**src/sv/ep2cal_pkg.sv**
```systemverilog
// ----------------------------------------------------------------------------
// ep2cal_pkg
// Shared constants, reciprocal multipliers and the month table for the
// epoch-seconds to calendar-date converter.
// ----------------------------------------------------------------------------
package ep2cal_pkg;

  // Field widths
  localparam int unsigned EpochW  = 31;
  localparam int unsigned SecW    = 6;
  localparam int unsigned MinW    = 6;
  localparam int unsigned HourW   = 5;
  localparam int unsigned DayW    = 5;
  localparam int unsigned MonthW  = 4;
  localparam int unsigned YearW   = 11;

  // Internal widths
  localparam int unsigned DaysW   = 15;  // whole days since 1970, < 24856
  localparam int unsigned Days1900W = 16;  // whole days since 1900, < 50424
  localparam int unsigned SodW    = 17;  // second of day, < 86400
  localparam int unsigned CycW    = 6;   // four-year cycles since 1900, < 35
  localparam int unsigned DoyCycW = 11;  // day within a four-year period, < 1461
  localparam int unsigned SohW    = 12;  // second of hour, < 3600
  localparam int unsigned DoyW    = 9;   // day of year, <= 365
  localparam int unsigned YqW     = 2;   // extra years within a four-year period, <= 3

  // Register ranks from input to output
  localparam int unsigned NumStages = 7;

  // Calendar constants
  localparam int unsigned SecsPerDay    = 86400;
  localparam int unsigned SecsPerHour   = 3600;
  localparam int unsigned SecsPerMin    = 60;
  localparam int unsigned Days1900To1970 = 70 * 365 + 18;
  localparam int unsigned DaysPerCycle  = 365 * 4 + 1;
  localparam int unsigned DaysPerYear   = 365;
  localparam int unsigned LeapYearDays  = 366;
  localparam int unsigned BaseYear      = 1900;
  localparam int unsigned FebEndCommon  = 31 + 28;
  localparam int unsigned NumMonths     = 12;

  // Reciprocal divide: q = (x * RECIP) >> SHIFT, exact for the operand range.
  // Day split: t / 86400 = (t >> 7) / 675, operand below 2^24.
  localparam int unsigned DayPreShift = 7;
  localparam int unsigned DayShift    = 34;
  localparam logic [63:0] DayRecipW   = ((64'd1 << DayShift) + 64'd674) / 64'd675;
  localparam int unsigned DayRecipBits = 25;
  localparam logic [DayRecipBits-1:0] DayRecip = DayRecipW[DayRecipBits-1:0];

  // Cycle split: days / 1461, operand below 2^16.
  localparam int unsigned CycShift    = 27;
  localparam logic [63:0] CycRecipW   = ((64'd1 << CycShift) + 64'd1460) / 64'd1461;
  localparam int unsigned CycRecipBits = 17;
  localparam logic [CycRecipBits-1:0] CycRecip = CycRecipW[CycRecipBits-1:0];

  // Hour split: sod / 3600 = (sod >> 4) / 225, operand below 2^13.
  localparam int unsigned HourPreShift = 4;
  localparam int unsigned HourShift    = 21;
  localparam logic [63:0] HourRecipW   = ((64'd1 << HourShift) + 64'd224) / 64'd225;
  localparam int unsigned HourRecipBits = 14;
  localparam logic [HourRecipBits-1:0] HourRecip = HourRecipW[HourRecipBits-1:0];

  // Minute split: soh / 60, operand below 2^12.
  localparam int unsigned MinShift    = 18;
  localparam logic [63:0] MinRecipW   = ((64'd1 << MinShift) + 64'd59) / 64'd60;
  localparam int unsigned MinRecipBits = 13;
  localparam logic [MinRecipBits-1:0] MinRecip = MinRecipW[MinRecipBits-1:0];

  // Year split inside a cycle: (doy - 1) / 365, operand below 2^11.
  localparam int unsigned YrShift     = 20;
  localparam logic [63:0] YrRecipW    = ((64'd1 << YrShift) + 64'd364) / 64'd365;
  localparam int unsigned YrRecipBits = 12;
  localparam logic [YrRecipBits-1:0] YrRecip = YrRecipW[YrRecipBits-1:0];

  // First day of each month in a leap year, counted from 0
  function automatic logic [DoyW-1:0] month_start(input logic [MonthW-1:0] m);
    logic [DoyW-1:0] s;
    case (m)
      4'd0:    s = 9'd0;
      4'd1:    s = 9'd31;
      4'd2:    s = 9'd60;
      4'd3:    s = 9'd91;
      4'd4:    s = 9'd121;
      4'd5:    s = 9'd152;
      4'd6:    s = 9'd182;
      4'd7:    s = 9'd213;
      4'd8:    s = 9'd244;
      4'd9:    s = 9'd274;
      4'd10:   s = 9'd305;
      4'd11:   s = 9'd335;
      default: s = 9'd0;
    endcase
    return s;
  endfunction

endpackage

```
**src/sv/epoch_seconds_to_calendar_top.sv**
```systemverilog
// ----------------------------------------------------------------------------
// epoch_seconds_to_calendar_top
// Converts seconds since 1970-01-01 00:00:00 into second, minute, hour,
// day of month, month and year through a seven-stage reciprocal pipeline.
// ----------------------------------------------------------------------------
//  Channel  Dir  Handshake           Payload
//  in_      in   in_valid/in_ready   in_epoch_seconds[30:0]
//  out_     out  out_valid/out_ready out_second, out_minute, out_hour,
//                                    out_day_of_month, out_month_index, out_year
//
//  One beat per cycle in and out while no stall holds the pipe; out_valid is the last rank's valid flag.
//  Seven register ranks, the first loaded at the accept edge, with one or two
//  constant reciprocal multiplies or short add/compare steps between ranks.
//  Reset (rst_n low, synchronous) clears all stage valid flags.
//  A stall on out_ready freezes every stage; in_ready drops with it.
// ----------------------------------------------------------------------------
module epoch_seconds_to_calendar_top (
  input  logic        clk,
  input  logic        rst_n,
  input  logic        in_valid,
  output logic        in_ready,
  input  logic [30:0] in_epoch_seconds,
  output logic        out_valid,
  input  logic        out_ready,
  output logic [5:0]  out_second,
  output logic [5:0]  out_minute,
  output logic [4:0]  out_hour,
  output logic [4:0]  out_day_of_month,
  output logic [3:0]  out_month_index,
  output logic [10:0] out_year
);

  // Pipeline advance: whole pipe moves unless the output beat is stuck
  logic adv;
  logic [ep2cal_pkg::NumStages-1:0] vld_r, vld_nxt;

  assign adv       = !vld_r[ep2cal_pkg::NumStages-1] || out_ready;
  assign in_ready  = adv;
  assign out_valid = vld_r[ep2cal_pkg::NumStages-1];

  // Stage registers
  logic [ep2cal_pkg::EpochW-1:0]    s1_t_r, s2_t_r;
  logic [ep2cal_pkg::DaysW-1:0]     s2_days_r;
  logic [ep2cal_pkg::SodW-1:0]      s3_sod_r, s4_sod_r;
  logic [ep2cal_pkg::Days1900W-1:0] s3_dd_r;
  logic [ep2cal_pkg::CycW-1:0]      s3_cyc_r;
  logic [ep2cal_pkg::HourW-1:0]     s4_hour_r, s5_hour_r, s6_hour_r;
  logic [ep2cal_pkg::DoyCycW-1:0]   s4_doy_r, s5_x_r;
  logic [ep2cal_pkg::YearW-1:0]     s4_year_r, s5_year_r, s6_year_r;
  logic [ep2cal_pkg::SohW-1:0]      s5_soh_r, s6_soh_r;
  logic [ep2cal_pkg::YqW-1:0]       s5_yq_r;
  logic [ep2cal_pkg::MinW-1:0]      s6_min_r;
  logic [ep2cal_pkg::DoyW-1:0]      s6_doy_r;

  // Next values
  logic [ep2cal_pkg::DaysW-1:0]     s2_days_nxt;
  logic [ep2cal_pkg::SodW-1:0]      s3_sod_nxt;
  logic [ep2cal_pkg::Days1900W-1:0] s3_dd_nxt;
  logic [ep2cal_pkg::CycW-1:0]      s3_cyc_nxt;
  logic [ep2cal_pkg::HourW-1:0]     s4_hour_nxt;
  logic [ep2cal_pkg::DoyCycW-1:0]   s4_doy_nxt, s5_x_nxt;
  logic [ep2cal_pkg::YearW-1:0]     s4_year_nxt, s6_year_nxt;
  logic [ep2cal_pkg::SohW-1:0]      s5_soh_nxt;
  logic [ep2cal_pkg::YqW-1:0]       s5_yq_nxt;
  logic [ep2cal_pkg::MinW-1:0]      s6_min_nxt;
  logic [ep2cal_pkg::DoyW-1:0]      s6_doy_nxt;
  logic [ep2cal_pkg::SecW-1:0]      sec_nxt;
  logic [ep2cal_pkg::DayW-1:0]      day_nxt;
  logic [ep2cal_pkg::MonthW-1:0]    month_nxt;

  // Stage 1 -> 2: whole days since 1970
  logic [48:0] days_prod;
  always_comb begin
    days_prod   = 49'(s1_t_r[ep2cal_pkg::EpochW-1:ep2cal_pkg::DayPreShift]) *
                  49'(ep2cal_pkg::DayRecip);
    s2_days_nxt = days_prod[ep2cal_pkg::DayShift +: ep2cal_pkg::DaysW];
  end

  // Stage 2 -> 3: second of day, days since 1900, four-year cycle count
  logic [ep2cal_pkg::EpochW-1:0] day_secs;
  logic [32:0] cyc_prod;
  always_comb begin
    day_secs   = ep2cal_pkg::EpochW'(s2_days_r) *
                 ep2cal_pkg::EpochW'(ep2cal_pkg::SecsPerDay);
    s3_sod_nxt = ep2cal_pkg::SodW'(s2_t_r - day_secs);
    s3_dd_nxt  = ep2cal_pkg::Days1900W'(s2_days_r) +
                 ep2cal_pkg::Days1900W'(ep2cal_pkg::Days1900To1970);
    cyc_prod   = 33'(s3_dd_nxt) * 33'(ep2cal_pkg::CycRecip);
    s3_cyc_nxt = cyc_prod[ep2cal_pkg::CycShift +: ep2cal_pkg::CycW];
  end

  // Stage 3 -> 4: hour, day within cycle, cycle base year
  logic [26:0] hour_prod;
  always_comb begin
    hour_prod   = 27'(s3_sod_r[ep2cal_pkg::SodW-1:ep2cal_pkg::HourPreShift]) *
                  27'(ep2cal_pkg::HourRecip);
    s4_hour_nxt = hour_prod[ep2cal_pkg::HourShift +: ep2cal_pkg::HourW];
    s4_doy_nxt  = ep2cal_pkg::DoyCycW'(s3_dd_r - ep2cal_pkg::Days1900W'(s3_cyc_r) *
                  ep2cal_pkg::Days1900W'(ep2cal_pkg::DaysPerCycle));
    s4_year_nxt = ep2cal_pkg::YearW'(ep2cal_pkg::BaseYear) +
                  ep2cal_pkg::YearW'({s3_cyc_r, 2'b00});
  end

  // Stage 4 -> 5: second of hour; years past the leading leap year
  logic        past_leap;
  logic [ep2cal_pkg::DoyCycW-1:0] doy_m1;
  logic [21:0] yq_prod;
  always_comb begin
    s5_soh_nxt = ep2cal_pkg::SohW'(s4_sod_r - ep2cal_pkg::SodW'(s4_hour_r) *
                 ep2cal_pkg::SodW'(ep2cal_pkg::SecsPerHour));
    past_leap  = s4_doy_r >= ep2cal_pkg::DoyCycW'(ep2cal_pkg::LeapYearDays);
    doy_m1     = s4_doy_r - ep2cal_pkg::DoyCycW'(1);
    yq_prod    = 22'(doy_m1) * 22'(ep2cal_pkg::YrRecip);
    if (past_leap) begin
      s5_x_nxt  = doy_m1;
      s5_yq_nxt = yq_prod[ep2cal_pkg::YrShift +: ep2cal_pkg::YqW];
    end else begin
      s5_x_nxt  = s4_doy_r;
      s5_yq_nxt = '0;
    end
  end

  // Stage 5 -> 6: minute, day of year, full year
  logic [23:0] min_prod;
  always_comb begin
    min_prod    = 24'(s5_soh_r) * 24'(ep2cal_pkg::MinRecip);
    s6_min_nxt  = min_prod[ep2cal_pkg::MinShift +: ep2cal_pkg::MinW];
    s6_doy_nxt  = ep2cal_pkg::DoyW'(s5_x_r - ep2cal_pkg::DoyCycW'(s5_yq_r) *
                  ep2cal_pkg::DoyCycW'(ep2cal_pkg::DaysPerYear));
    s6_year_nxt = s5_year_r + ep2cal_pkg::YearW'(s5_yq_r);
  end

  // Stage 6 -> 7: second, skip Feb 29 in common years, month search
  logic                       skip_feb;
  logic [ep2cal_pkg::DoyW-1:0] doy_adj;
  always_comb begin
    sec_nxt  = ep2cal_pkg::SecW'(s6_soh_r - ep2cal_pkg::SohW'(s6_min_r) *
               ep2cal_pkg::SohW'(ep2cal_pkg::SecsPerMin));
    skip_feb = (s6_year_r[1:0] != 2'b00) &&
               (s6_doy_r >= ep2cal_pkg::DoyW'(ep2cal_pkg::FebEndCommon));
    doy_adj  = s6_doy_r + ep2cal_pkg::DoyW'(skip_feb);
    month_nxt = '0;
    for (int m = 1; m < ep2cal_pkg::NumMonths; m++) begin
      if (doy_adj >= ep2cal_pkg::month_start(ep2cal_pkg::MonthW'(m))) begin
        month_nxt = ep2cal_pkg::MonthW'(m);
      end
    end
    day_nxt = ep2cal_pkg::DayW'(doy_adj - ep2cal_pkg::month_start(month_nxt) +
              ep2cal_pkg::DoyW'(1));
  end

  // Valid flags shift with the pipe
  assign vld_nxt = {vld_r[ep2cal_pkg::NumStages-2:0], in_valid};

  always_ff @(posedge clk) begin
    if (!rst_n) begin
      vld_r <= '0;
    end else if (adv) begin
      vld_r <= vld_nxt;
    end
  end

  // Payload registers, no reset
  always_ff @(posedge clk) begin
    if (adv) begin
      s1_t_r           <= in_epoch_seconds;
      s2_t_r           <= s1_t_r;
      s2_days_r        <= s2_days_nxt;
      s3_sod_r         <= s3_sod_nxt;
      s3_dd_r          <= s3_dd_nxt;
      s3_cyc_r         <= s3_cyc_nxt;
      s4_sod_r         <= s3_sod_r;
      s4_hour_r        <= s4_hour_nxt;
      s4_doy_r         <= s4_doy_nxt;
      s4_year_r        <= s4_year_nxt;
      s5_soh_r         <= s5_soh_nxt;
      s5_hour_r        <= s4_hour_r;
      s5_x_r           <= s5_x_nxt;
      s5_yq_r          <= s5_yq_nxt;
      s5_year_r        <= s4_year_r;
      s6_soh_r         <= s5_soh_r;
      s6_min_r         <= s6_min_nxt;
      s6_hour_r        <= s5_hour_r;
      s6_doy_r         <= s6_doy_nxt;
      s6_year_r        <= s6_year_nxt;
      out_second       <= sec_nxt;
      out_minute       <= s6_min_r;
      out_hour         <= s6_hour_r;
      out_day_of_month <= day_nxt;
      out_month_index  <= month_nxt;
      out_year         <= s6_year_r;
    end
  end

endmodule

```
**config.mk**
```make
export PLATFORM = sky130hd
export DESIGN_NAME = epoch_seconds_to_calendar_top
export DESIGN_NICKNAME = d
export VERILOG_FILES = /design/src/sv/ep2cal_pkg.sv /design/src/sv/epoch_seconds_to_calendar_top.sv
export SDC_FILE = /design/constraint.sdc
export NUM_CORES = 2
export LEC_CHECK = 0
export BUFFER_PORTS_ARGS = -buffer_cell sky130_fd_sc_hd__buf_2
export CELL_PAD_IN_SITES_DETAIL_PLACEMENT = 1
export CELL_PAD_IN_SITES_GLOBAL_PLACEMENT = 2
export CORE_ASPECT_RATIO = 2
export CORE_MARGIN = 2
export CORE_UTILIZATION = 45
export CTS_CLUSTER_SIZE = 25
export DETAILED_ROUTE_END_ITERATION = 12
export GPL_TIMING_DRIVEN = 1
export PLACE_DENSITY_LB_ADDON = 0.1
export SETUP_SLACK_MARGIN = 0.5
export SLEW_MARGIN = 20
export SYNTH_ARGS = -nofsm -noshare
export SYNTH_HDL_FRONTEND = slang
export SYNTH_SLANG_ARGS = --single-unit
```
**constraint.sdc**
```tcl
create_clock -name clk -period 9.49 [get_ports clk]
set_input_delay 1.4235 -clock clk [delete_from_list [all_inputs] [get_ports clk]]
set_output_delay 1.4235 -clock clk [all_outputs]
set_load 0.01 [all_outputs]
```
== After elaboration in Yosys (flattened, before gate mapping) ==
Memories as Yosys holds them, arrays and structs flattened.
Cells that the tools add are included.

* Memory bits (read-only): 144
* Logic and storage cells: 79
* Register bits: 256
* Memories kept: 1
* Output and inout bits: 39

{| class="wikitable"
|+ Memories
! memory !! words !! width !! rd ports !! clocked after memory_dff !! wr ports !! line !! text
|-
| (no name shown) || 16 || 9 || 1 || 0 || 0 || ep2cal_pkg.sv:78 || <nowiki>case (m)</nowiki>
|}

* Add/subtract/negate cells: 12
* Magnitude comparators: 13
* Multiplexer cells: 12
* Multipliers: 10
* Reductions and logical operators: 4

{| class="wikitable"
|+ Operator list
! operator !! count
|-
| multiplier 24 x 25 -> 49 bit (second input constant) || 1
|-
| two-way mux 4 bit || 10
|-
| >= comparator 9 x 8 -> 1 bit (second input constant) || 4
|-
| multiplier 16 x 15 -> 31 bit (second input constant) || 1
|-
| >= comparator 9 bit (second input constant) || 3
|-
| multiplier 13 x 14 -> 26 bit (second input constant) || 1
|-
| multiplier 12 x 12 -> 23 bit (second input constant) || 1
|-
| multiplier 11 x 12 -> 22 bit (second input constant) || 1
|-
| >= comparator 9 x 6 -> 1 bit (second input constant) || 2
|-
| >= comparator 9 x 7 -> 1 bit (second input constant) || 2
|-
| subtractor 17 bit || 1
|-
| adder 15 x 15 -> 16 bit (second input constant) || 1
|-
| multiplier 15 x 10 -> 10 bit (second input constant) || 1
|-
| subtractor 12 bit || 1
|-
| adder 11 x 2 -> 11 bit || 1
|-
| >= comparator 11 x 9 -> 1 bit (second input constant) || 1
|-
| multiplier 6 x 11 -> 11 bit (second input constant) || 1
|-
| subtractor 11 x 1 -> 11 bit (second input constant) || 1
|-
| subtractor 11 bit || 1
|-
| adder 9 x 9 -> 10 bit (first input constant) || 1
|-
| adder 9 x 1 -> 9 bit || 1
|-
| >= comparator 9 x 5 -> 1 bit (second input constant) || 1
|-
| multiplier 2 x 9 -> 9 bit (second input constant) || 1
|-
| two-way mux 9 bit || 1
|-
| other kinds (11) || 11
|}

== Depth between registers and ports, before layout ==
An unclocked memory read counts as a cell.

* Depth after elaboration: 18
* Gate-level depth with buffers: 27
* Mapped depth without buffers: 27

== Worst setup path before layout ==
OpenSTA, ideal clock, no wires.

* Kind: input port to output port
* Start: input port out_ready
* End: output port in_ready
* Data arrival time: 6.405 ns
* Stages: 3
* Slack: 1.661 ns
* Cells stage by stage: nor2b_1 > clkbuf_1 > inv_1

* Cells in the longest elaborated chain, start to end: 1

{| class="wikitable"
|+ Ends and longest elaborated chain
! item !! line !! text
|-
| start, declared || epoch_seconds_to_calendar_top.sv:24 || <nowiki>input logic out_ready,</nowiki>
|-
| logical OR 1 bit || epoch_seconds_to_calendar_top.sv:37 || <nowiki>assign adv = !vld_r[ep2cal_pkg::NumStages-1] || out_ready;</nowiki>
|-
| end, declared || epoch_seconds_to_calendar_top.sv:21 || <nowiki>output logic in_ready,</nowiki>
|}

Every way passes these cells.

== Worst setup path in the final report ==
* Start: register s2_days_r[5] in the netlist's numbering
* End: register s3_cyc_r[5] in the netlist's numbering, data pin

* Cells in the longest elaborated chain, start to end: 2

{| class="wikitable"
|+ Ends and longest elaborated chain
! item !! line !! text
|-
| start, declared || epoch_seconds_to_calendar_top.sv:43 || <nowiki>logic [ep2cal_pkg::DaysW-1:0] s2_days_r;</nowiki>
|-
| start signal, assigned || epoch_seconds_to_calendar_top.sv:168 || <nowiki>s2_days_r <= s2_days_nxt;</nowiki>
|-
| adder 15 x 15 -> 16 bit || epoch_seconds_to_calendar_top.sv:86 || <nowiki>s3_dd_nxt = ep2cal_pkg::Days1900W'(s2_days_r) +</nowiki>
|-
| multiplier 16 x 15 -> 31 bit || epoch_seconds_to_calendar_top.sv:88 || <nowiki>cyc_prod = 33'(s3_dd_nxt) * 33'(ep2cal_pkg::CycRecip);</nowiki>
|-
| via cyc_prod[32] || epoch_seconds_to_calendar_top.sv:81 || <nowiki>logic [32:0] cyc_prod;</nowiki>
|-
| end signal, assigned || epoch_seconds_to_calendar_top.sv:171 || <nowiki>s3_cyc_r <= s3_cyc_nxt;</nowiki>
|-
| end, declared || epoch_seconds_to_calendar_top.sv:46 || <nowiki>logic [ep2cal_pkg::CycW-1:0] s3_cyc_r;</nowiki>
|}

The timed path passes the listed nets, and every way through them passes these cells.
A chain may end at the register's enable or synchronous reset.

==> key figures <==
Final layout
  – Util after Layout: 49.19%
  – Fill cell count: 7063
  – Share of layout cells above drive strength 1: 6.194%
  – Area grow syn2layout: 8.131%
  – Post-layout nets: 3755
  – ANT cells: 0
  – Non-Filler Instances: 3557

Synth
  – Synth Instances: 2559
  – Yosys top cell area share: 29.14%
  – Synth Flop Type: edfxtp_1
  – Mapped cell area: 29970 um^2
  – Yosys top cell by area: ha_1
  – Synth async-reset ratio: 0%
  – Count leader, synth: ha_1
  – #FFs+latches synth: 248
  – Synth top area cells: ha_1 29%, fa_1 24%, edfxtp_1 24%
  – Mean Syn Cell Area: 11.71 um^2
  – Commonest cells in the synthesized netlist: 698 x ha_1, 635 x inv_1, 364 x fa_1
  – Number of synthesized flops with an enable pin: 241
  – Synth cell types: 86
  – Syn Nets: 3656
  – Seq/Total Area, Yosys: 24.61%
  – Yosys warning count: 0

Critical path
  – Worst setup SP type: register
  – CP endpoint kind: register
  – Most frequent cell on the critical path: fa_1
  – Data required time at the worst endpoint: 9.85 ns
  – CP max stage delay: 0.59 ns
  – Critical path class: reg -> reg
  – Critical path buffers and inverters: 4
  – CP max stage cell: xnor2_1
  – Arrival time at the worst endpoint: 8.40 ns
  – Crit-path leading delay family: adder cells
  – Crit-path max FO: 7

Placement
  – IO buf count: 73
  – Final Wtd Congestion: 0.9142
  – Place WS: 1.410 ns
  – DP Cell Count: 3505
  – HPWL after DPL: 65.53 mm

Global route
  – Initial antenna violation count: 0
  – Total gr overflow: 0
  – Vias in the first global route: 22060
  – Total GRT Usage: 22.51%
  – Largest net degree at the start of global routing: 107
  – First-pass GRT wire length: 117.2 mm

CTS
  – Clock Tree Root: clkbuf_16
  – Hold_buf cts: 0
  – Setup Buffers After CTS: 0
  – H-tree depth: 1
  – Clk pin slew, worst setup/hold paths: 0.07 ns
  – Worst skew pair latency: 0.61 ns
  – Max clock buf depth: 3
  – Sink Count: 248
  – Num CTS Buffers: 28
  – CTS tree: yes
  – Gates resized, CTS repair: 0

Detailed routing
  – Drc violations: 0
  – Detailed-route vias per instance: 5.173
  – Post-DRT Antenna Nets: 0
  – 1st-iter DRT viols: 478
  – TritonRoute pass-1 iters: 5
  – Drt wl/cell: 20.86 um
  – Total wire length: 74.20 mm
  – Vias post-DR: 18400

Die
  – Starting Density: 45.49%
  – Die Ht: 369.0 um
  – Core ar.: 65900 um^2
  – Die Wd: 186.5 um
  – Top Ports: 74
  – Num rows: 133
  – Die area: 68820 um^2

STA
  – RSZ-0062 raised after global routing: false
  – Worst setup margin: 1.445 ns
  – Slew Viols, Final: 0
  – Period utilization: 84.77%
  – Tmin final: 8.045 ns
  – Setup_tns: 0 ns
  – Final Hold Viols: 0
  – Worst rel slew slack: 38.70%
  – Clock Skew: 0.02765 ns
  – Fmax: 124.3 MHz
  – Final setup viols: 0
  – Worst Tran Pin Value: 0.9129 ns

Job
  – Maxcap violations: 0

Outcome
  – Status: finished, final reports clean

Min path
  – Hold Path Class: reg -> reg
==> sequential cells by signal (all words and copies together) (netlist names), 7 cells and up <==
name       cells
out_year      10
s6_year_r     10
vld_r          7
s1_t_r        31
s5_soh_r      12
s5_x_r         9
s5_year_r      8
s4_year_r      8
s6_doy_r       9
s4_sod_r      12
s4_doy_r      11
s2_t_r        17
s3_sod_r      17
s2_days_r     15
s3_dd_r       11
==> final timing paths <==
path / from / to / slack, ns / depth (start not counted)
max: s2_days_r[5] / s3_cyc_r[5] / 1.45 / 25
min: s6_hour_r[2] / out_hour[2] / 0.42 / 0
max reg2reg: s2_days_r[5] / s3_cyc_r[5] / 1.45 / 25
min reg2reg: s6_hour_r[2] / out_hour[2] / 0.42 / 0
==> worst reg2reg max path, stage by stage, from the launching register on <==
cell and delay (ns):
edfxtp_1 0.53, nor3_1 0.43, nor3b_1 0.39, nor2b_1 0.11, a31o_2 0.27, xnor2_1 0.59
inv_1 0.24, fa_1 0.59, inv_1 0.05, fa_1 0.47, fa_1 0.51, inv_1 0.05
fa_1 0.48, inv_1 0.06, fa_1 0.51, fa_1 0.50, ha_1 0.32, a21oi_1 0.15
nor2b_1 0.06, o21ai_0 0.13, or4b_1 0.44, o22ai_1 0.27, o21ai_1 0.19, nor4_1 0.22
nor3_1 0.11, xnor2_1 0.14
==> metal layers <==
metal | global-route usage [%] | routed length, um | vias to the layer above
li1 | - | - | 8579
met1 | 17.34 | 20950 | 9358
met2 | 50.17 | 46200 | 278
met3 | 1.645 | 1317 | 186
met4 | 14.80 | 5730 | 0
met5 | 0 | 0 | -
==> kinds of logic (layout without fill, tap and decap cells) <==
family                   count (synthesis)  count (layout)  synth area share [%]
adder cells (fa/ha/maj)               1062            1062                 53.45
buffers and inverters                  646             767                 8.181
flip-flops                             248             248                 24.61
AO/OA/AOI/OAI                          238             238                 5.527
AND/OR/NAND/NOR                        208             208                 3.473
XOR/XNOR                               155             155                 4.679
multiplexers                             2               2               0.08347
==> through the flow <==
step           hold slack, ns  instance area [um^2]
6_report               0.4151                 32410
5_1_grt                0.4247                 32410
4_1_cts                0.4158                 32410
3_5_place_dp           0.4061                 31430
3_3_place_gp           0.4006                 31430
2_1_floorplan          0.4003                 29980
==> layout make-up <==
type                    instances  area (um^2)  share of cell area, %
repair buffers                 79        414.1                  1.278
inverters                     636         2395                  7.389
multi-input cells            1665        20150                  62.15
flip-flops and latches        248         7377                  22.76
well taps                     877         1097                  3.385
clock inverters                23        279.0                 0.8608
clock buffers                  29        704.4                  2.173
==> cells in the final DEF, fill, tap and decap left out, types with 3 or more instances in the layout <==
| cell | n |
|---|---|
| or3_1 | 3 |
| xor2_1 | 43 |
| buf_2 | 73 |
| a21o_1 | 38 |
| and3_1 | 6 |
| a31oi_1 | 5 |
| nand4_1 | 11 |
| nand3_1 | 16 |
| fa_1 | 364 |
| inv_8 | 3 |
| a21boi_1 | 3 |
| clkinv_1 | 3 |
| o21bai_1 | 10 |
| o21a_1 | 8 |
| clkinv_4 | 5 |
| o21ai_1 | 6 |
| o21ai_0 | 39 |
| inv_1 | 634 |
| bufinv_16 | 4 |
| dfxtp_1 | 7 |
| and2_1 | 3 |
| nor2b_1 | 13 |
| nand2_1 | 56 |
| o211ai_1 | 8 |
| nor2_1 | 54 |
| edfxtp_1 | 241 |
| clkbuf_16 | 28 |
| buf_4 | 5 |
| clkinv_2 | 4 |
| a21boi_0 | 7 |
| ha_1 | 698 |
| a211oi_1 | 6 |
| a31o_2 | 5 |
| xnor2_1 | 109 |
| nor3_1 | 15 |
| clkinvlp_4 | 3 |
| a22oi_1 | 3 |
| nand2b_1 | 10 |
| a21oi_1 | 68 |
Power is left out: the tool's default activity adds up to more than one toggle a clock period on the data nets, which glitch-free logic cannot reach.
